<file path="config.mk">
export PLATFORM = sky130hd
export DESIGN_NAME = crps_ctrl
export DESIGN_NICKNAME = d
export VERILOG_FILES = /design/src/rtl/assert_macros.svh /design/src/rtl/crps_pkg.sv /design/src/rtl/crps_ctrl.sv
export SDC_FILE = /design/constraint.sdc
export NUM_CORES = 1
export LEC_CHECK = 0
export ABC_CLOCK_PERIOD_IN_PS = 6000
export BUFFER_PORTS_ARGS = -buffer_cell sky130_fd_sc_hd__buf_2
export CAP_MARGIN = 20
export CORE_MARGIN = 2
export CORE_UTILIZATION = 45
export CTS_CLUSTER_SIZE = 30
export DETAILED_ROUTE_END_ITERATION = 7
export MAX_ROUTING_LAYER = met4
export PLACE_DENSITY = 0.65
export SETUP_SLACK_MARGIN = 0.2
export SYNTH_ARGS = -nofsm -noshare
export SYNTH_HDL_FRONTEND = slang
export SYNTH_SLANG_ARGS = --single-unit
</file>
<file path="constraint.sdc">
create_clock -name i_clk -period 6 [get_ports i_clk]
set_input_delay 0.9 -clock i_clk [delete_from_list [all_inputs] [get_ports i_clk]]
set_output_delay 0.9 -clock i_clk [all_outputs]
set_load 0.01 [all_outputs]
</file>
<file path="src/rtl/assert_macros.svh">
// assertion macros shared by the rtl
`ifndef ASSERT_MACROS_SVH
`define ASSERT_MACROS_SVH

// clocked assertion, masked while reset is held
`define CRPS_ASSERT(label, clk, rst_n, prop, msg) \
    label: assert property (@(posedge clk) disable iff (!rst_n) prop) else $error(msg);

// clocked assertion that also holds during reset
`define CRPS_ASSERT_ALWAYS(label, clk, prop, msg) \
    label: assert property (@(posedge clk) prop) else $error(msg);

`endif

</file>
<file path="src/rtl/crps_pkg.sv">
// shared types and constants of the path sampler
package crps_pkg;

    localparam int IDX_W       = 6;
    localparam int COORD_W     = 32;
    localparam int LAP_W       = 16;
    localparam int CNT_W       = 7;
    localparam int HW          = 38;
    localparam int IN_TDATA_W  = 136;
    localparam int OUT_TDATA_W = 112;

    typedef enum logic [4:0] {
        OP_NONE,
        OP_LOAD_WR,
        OP_DIFF,
        OP_SQ_MUL,
        OP_SQ_ACC,
        OP_ROOT_INIT,
        OP_ROOT_STEP,
        OP_LOAD_FIN,
        OP_SMP_START,
        OP_TOTAL,
        OP_DIV_STEP,
        OP_LAP,
        OP_SRCH,
        OP_FETCH,
        OP_COEF,
        OP_MUL,
        OP_ADD,
        OP_OUT,
        OP_OUT_ZERO
    } t_op;

    typedef struct packed {
        t_op        op;
        logic [1:0] sel;
        logic [1:0] stage;
    } t_cmd;

    typedef struct packed {
        logic ld_short;
        logic bad;
        logic total_zero;
        logic hit;
        logic miss;
        logic out_busy;
    } t_sts;

endpackage

</file>
<file path="src/rtl/crps_ctrl.sv">
// sequencer for point loads and path samples
module crps_ctrl import crps_pkg::*; #(
    parameter int FRAC_BITS = 16
) (
    input  logic i_clk,
    input  logic i_rst_n,
    input  logic i_s_tvalid,
    input  logic i_kind,
    output logic o_s_tready,
    input  t_sts i_sts,
    output t_cmd o_cmd
);

    typedef enum logic [3:0] {
        ST_IDLE, ST_LDIFF, ST_LSQ, ST_ROOT, ST_LFIN, ST_TOTAL, ST_LDIV, ST_LAP,
        ST_SRCH, ST_TDIV, ST_FETCH, ST_COEF, ST_HORN, ST_OUT, ST_ZERO
    } t_state;

    localparam logic [5:0] TDIV_LAST = 6'(FRAC_BITS - 1);

    t_state     r_state, n_state;
    logic [5:0] r_cnt, n_cnt;
    logic [1:0] r_axis, n_axis;
    logic [1:0] r_stage, n_stage;

    always_comb begin
        n_state     = r_state;
        n_cnt       = r_cnt + 6'd1;
        n_axis      = r_axis;
        n_stage     = r_stage;
        o_cmd.op    = OP_NONE;
        o_cmd.sel   = 2'd0;
        o_cmd.stage = 2'd0;
        o_s_tready  = 1'b0;
        unique case (r_state)
            ST_IDLE: begin
                o_s_tready = 1'b1;
                n_cnt      = 6'd0;
                if (i_s_tvalid) begin
                    if (!i_kind) begin
                        o_cmd.op = OP_LOAD_WR;
                        if (!i_sts.ld_short) n_state = ST_LDIFF;
                    end else begin
                        o_cmd.op = OP_SMP_START;
                        n_state  = i_sts.bad ? ST_ZERO : ST_TOTAL;
                    end
                end
            end
            ST_LDIFF: begin
                o_cmd.op = OP_DIFF;
                n_cnt    = 6'd0;
                n_state  = ST_LSQ;
            end
            ST_LSQ: begin
                o_cmd.op  = r_cnt[0] ? OP_SQ_ACC : OP_SQ_MUL;
                o_cmd.sel = r_cnt[2:1];
                if (r_cnt == 6'd5) begin
                    n_cnt   = 6'd0;
                    n_state = ST_ROOT;
                end
            end
            ST_ROOT: begin
                o_cmd.op = (r_cnt == 6'd0) ? OP_ROOT_INIT : OP_ROOT_STEP;
                if (r_cnt == 6'd32) n_state = ST_LFIN;
            end
            ST_LFIN: begin
                o_cmd.op = OP_LOAD_FIN;
                n_state  = ST_IDLE;
            end
            ST_TOTAL: begin
                o_cmd.op = OP_TOTAL;
                n_cnt    = 6'd0;
                n_state  = i_sts.total_zero ? ST_ZERO : ST_LDIV;
            end
            ST_LDIV: begin
                o_cmd.op = OP_DIV_STEP;
                if (r_cnt == 6'd30) n_state = ST_LAP;
            end
            ST_LAP: begin
                o_cmd.op = OP_LAP;
                n_state  = ST_SRCH;
            end
            ST_SRCH: begin
                o_cmd.op = OP_SRCH;
                n_cnt    = 6'd0;
                if (i_sts.hit)       n_state = ST_TDIV;
                else if (i_sts.miss) n_state = ST_ZERO;
            end
            ST_TDIV: begin
                o_cmd.op = OP_DIV_STEP;
                if (r_cnt == TDIV_LAST) begin
                    n_cnt   = 6'd0;
                    n_state = ST_FETCH;
                end
            end
            ST_FETCH: begin
                o_cmd.op  = OP_FETCH;
                o_cmd.sel = r_cnt[1:0];
                if (r_cnt == 6'd3) n_state = ST_COEF;
            end
            ST_COEF: begin
                o_cmd.op = OP_COEF;
                n_cnt    = 6'd0;
                n_axis   = 2'd0;
                n_stage  = 2'd0;
                n_state  = ST_HORN;
            end
            ST_HORN: begin
                o_cmd.op    = r_cnt[0] ? OP_ADD : OP_MUL;
                o_cmd.sel   = r_axis;
                o_cmd.stage = r_stage;
                if (r_cnt[0]) begin
                    if (r_axis == 2'd2) begin
                        n_axis  = 2'd0;
                        n_stage = r_stage + 2'd1;
                        if (r_stage == 2'd2) n_state = ST_OUT;
                    end else begin
                        n_axis = r_axis + 2'd1;
                    end
                end
            end
            ST_OUT: begin
                if (!i_sts.out_busy) begin
                    o_cmd.op = OP_OUT;
                    n_state  = ST_IDLE;
                end
            end
            ST_ZERO: begin
                if (!i_sts.out_busy) begin
                    o_cmd.op = OP_OUT_ZERO;
                    n_state  = ST_IDLE;
                end
            end
            default: n_state = ST_IDLE;
        endcase
    end

    always_ff @(posedge i_clk) begin
        if (!i_rst_n) begin
            r_state <= ST_IDLE;
            r_cnt   <= 6'd0;
            r_axis  <= 2'd0;
            r_stage <= 2'd0;
        end else begin
            r_state <= n_state;
            r_cnt   <= n_cnt;
            r_axis  <= n_axis;
            r_stage <= n_stage;
        end
    end

endmodule

</file>
==> results by group <==
Status
  • Outcome: complete, no violations

Clock network
  • Worst skew pair latency: 280 ps
  • Clk buf depth: 2
  • Root Driver: clkbuf_4
  • CTS tree: built
  • CTS buffer count: 3
  • Clk sinks: 14
  • Post_cts resized: 0
  • Setup Fix Bufs, Post-CTS: 0
  • Hold-fix buffers, CTS: 0
  • H-tree Lvls: 1
  • Worst-path clk slew: 80 ps

Timing
  • Final period util: 0.511
  • Worst Tran Pin Value: 873 ps
  • Min Hold Slack: 472 ps
  • RSZ-0062 raised after global routing: no
  • Final Hold Viols: 0
  • Final setup violation count: 0
  • Maximum clock frequency: 326 MHz
  • Final min period: approximately 3100 ps
  • Clock skew: 8.55 ps
  • Slew HR: 0.417
  • Slew Viols, Final: 0
  • Setup_tns: 0 ps

Logic synthesis
  • Most common cell in the netlist: nand2_1
  • Cell taking the most area after synthesis: dfxtp_1
  • Unique masters post-synth: between 50 and 60
  • Seq/Total Area, Yosys: 0.207
  • Top post-synthesis cells by area: dfxtp_1, nand2_1, o21ai_0, ha_1, nor2_1
  • FFs w/ async S/R, synth: 0
  • Top FF cell, synth: dfxtp_1
  • EDFF count, synth: 0
  • Syn Area/Cell: 7.36 sq um
  • Mapped cell area: approximately 1400 sq um
  • Syn_nets: 199
  • Synth warn: 0
  • FF+latch count, synth: 14
  • Commonest cells post-synth: nand2_1, nor2_1, dfxtp_1, o21ai_0
  • Synth top area share: 0.207
  • Post-Syn Instances: 184

Detailed routing
  • Detailed-router iteration count before antenna repair: 4
  • Vias per cell: 6.20
  • Drt wl/cell: 14.8 microns
  • DRC violations left: 0
  • 1st-iter DRT viols: 75
  • Routed via count: ~1400
  • DRT Wirelength: 3320 microns
  • Antenna Nets Post-Route: 0

Critical path
  • R2r setup slk: ~3500 ps
  • CP arrival: 2170 ps
  • Worst r2r dst: r_state[0]
  • CP Capture Type: output pin
  • Kind of critical path: reg2out
  • Required @ worst endpoint: 5100 ps
  • CP max FO: 29
  • Setup crit start: r_state[1]
  • Startpoint types: register
  • Crit path to: o_cmd[3]
  • Worst R2R Path Depth: 7
  • Critical R2R Launch: r_cnt[0]

Worst hold path
  • Worst Hold Class: reg2reg
  • Min-delay src: r_stage[0]

GRT
  • Largest net degree at the start of global routing: 37
  • Antenna violations before repair: 0
  • Global route overflow: 0
  • First-pass GRT wire length: 5670 microns
  • Tot GR Track Use: 0.220
  • Vias in the first global route: about 1200

Finish
  • Fill count: 285
  • P&R area growth vs syn: 7.76%
  • Design area: 1460 sq um
  • Multi-input gate area: 942 sq um
  • Antenna Cells: 0
  • Final layout net count: 210
  • Reg area: between 200 and 300 sq um
  • Fraction of layout cells with a size suffix above 1: 0.171
  • Core Util, Final: 0.520
  • Non-Filler Instances: 224

Die
  • I/O pins: 20
  • Initial Util: 0.483
  • Die area: 3460 sq um
  • Die height: 58.9 microns
  • Core Box Area: about 2800 sq um
  • Placement row count: 19
  • Chip width: 58.9 microns

Run
  • Max-cap violations: 0

Placed design
  • Dpl hpwl: 2380 microns
  • Buffers added on ports: 19
  • DP Cell Count: between 200 and 250
  • Placed instance area: between 1000 and 1500 sq um
  • Placer Congestion: approximately 0.90

Pwr
  • Leak: 0.000565 uW
  • Peak supply drop: roughly 0.18 mV
  • PwrDens: around 390 nW/um^2
-- worst max-delay path: stages, from the launching register on --
cell      delay [ps]
dfxtp_1          890
nand2b_1         220
nor3b_1          410
a22oi_1          160
nand2_1           80
buf_2            120
-- area by class of cell --
| cell class | count | area share |
|---|---|---|
| inverter | 12 | 0.0309 |
| multi-input combinational | 143 | 0.646 |
| timing repair buffer | 21 | 0.0892 |
| clock buffer | 3 | 0.0154 |
| tap | 31 | 0.0266 |
| sequential | 14 | 0.192 |
-- worst min path at each step --
stage	end	cells past startpoint
floorplan	r_stage[0]	2
global placement	r_stage[0]	2
detailed placement	r_stage[0]	2
CTS	r_stage[0]	2
global route	r_stage[0]	2
finish	r_stage[0]	2
-- flip-flops by register name, summed over array words and instances (netlist names) --
signal and flops:
r_axis 2, r_cnt 6, r_stage 2, r_state 4
-- cell families (layout without fill, tap and decap cells) --
| family | Yosys count | count (layout) | synth area share |
|---|---|---|---|
| AND/OR/NAND/NOR | 79 | 79 | 0.341 |
| buffers and inverters | 27 | 36 | 0.0970 |
| XOR/XNOR | 5 | 5 | 0.0324 |
| multiplexers | 5 | 5 | 0.0407 |
| adder cells (fa/ha/maj) | 5 | 5 | 0.0462 |
| AO/OA/AOI/OAI | 49 | 49 | 0.236 |
| flip-flops | 14 | 14 | 0.207 |
-- cell usage in the layout, fill, tap and decap left out, types with 3 or more instances in the layout --
| master | instances |
|---|---|
| nor2_1 | 15 |
| nand4_1 | 3 |
| o21ai_0 | 14 |
| a22oi_1 | 3 |
| ha_1 | 5 |
| nand2b_1 | 3 |
| buf_2 | 19 |
| o211ai_1 | 3 |
| a21oi_1 | 11 |
| xnor2_1 | 3 |
| mux2i_1 | 4 |
| clkbuf_4 | 3 |
| nor3_1 | 6 |
| dfxtp_1 | 14 |
| nand2_1 | 22 |
| inv_1 | 11 |
| nand3_1 | 6 |
-- metrics by stage --
stage | power, uW | worst slack (ps)
floorplan | 412 | 3580
global placement | 488 | 3260
detailed placement | 487 | 3210
CTS | 544 | 2880
global route | 614 | 2630
finish | 562 | 2930
-- per-layer routing --
| layer | wire length, microns | vias to the layer above | GRT usage |
|---|---|---|---|
| met1 | 1510 | 664 | 0.302 |
| met4 | 55 | 0 | 0.0617 |
| met5 | 0 | - | - |
| met3 | 182 | 6 | 0.0462 |
| met2 | 1570 | 34 | 0.327 |
| li1 | - | 685 | - |
-- report_power, final --
group	switching (uW)	internal, uW	total, uW	leakage, uW
Combinational	191	158	349	0.000438
Sequential	53.7	107	161	0.000114
Clock	29.5	23.3	52.8	0.0000138
Total	274	288	562	0.000565
Power figures use the tool's default switching activity.
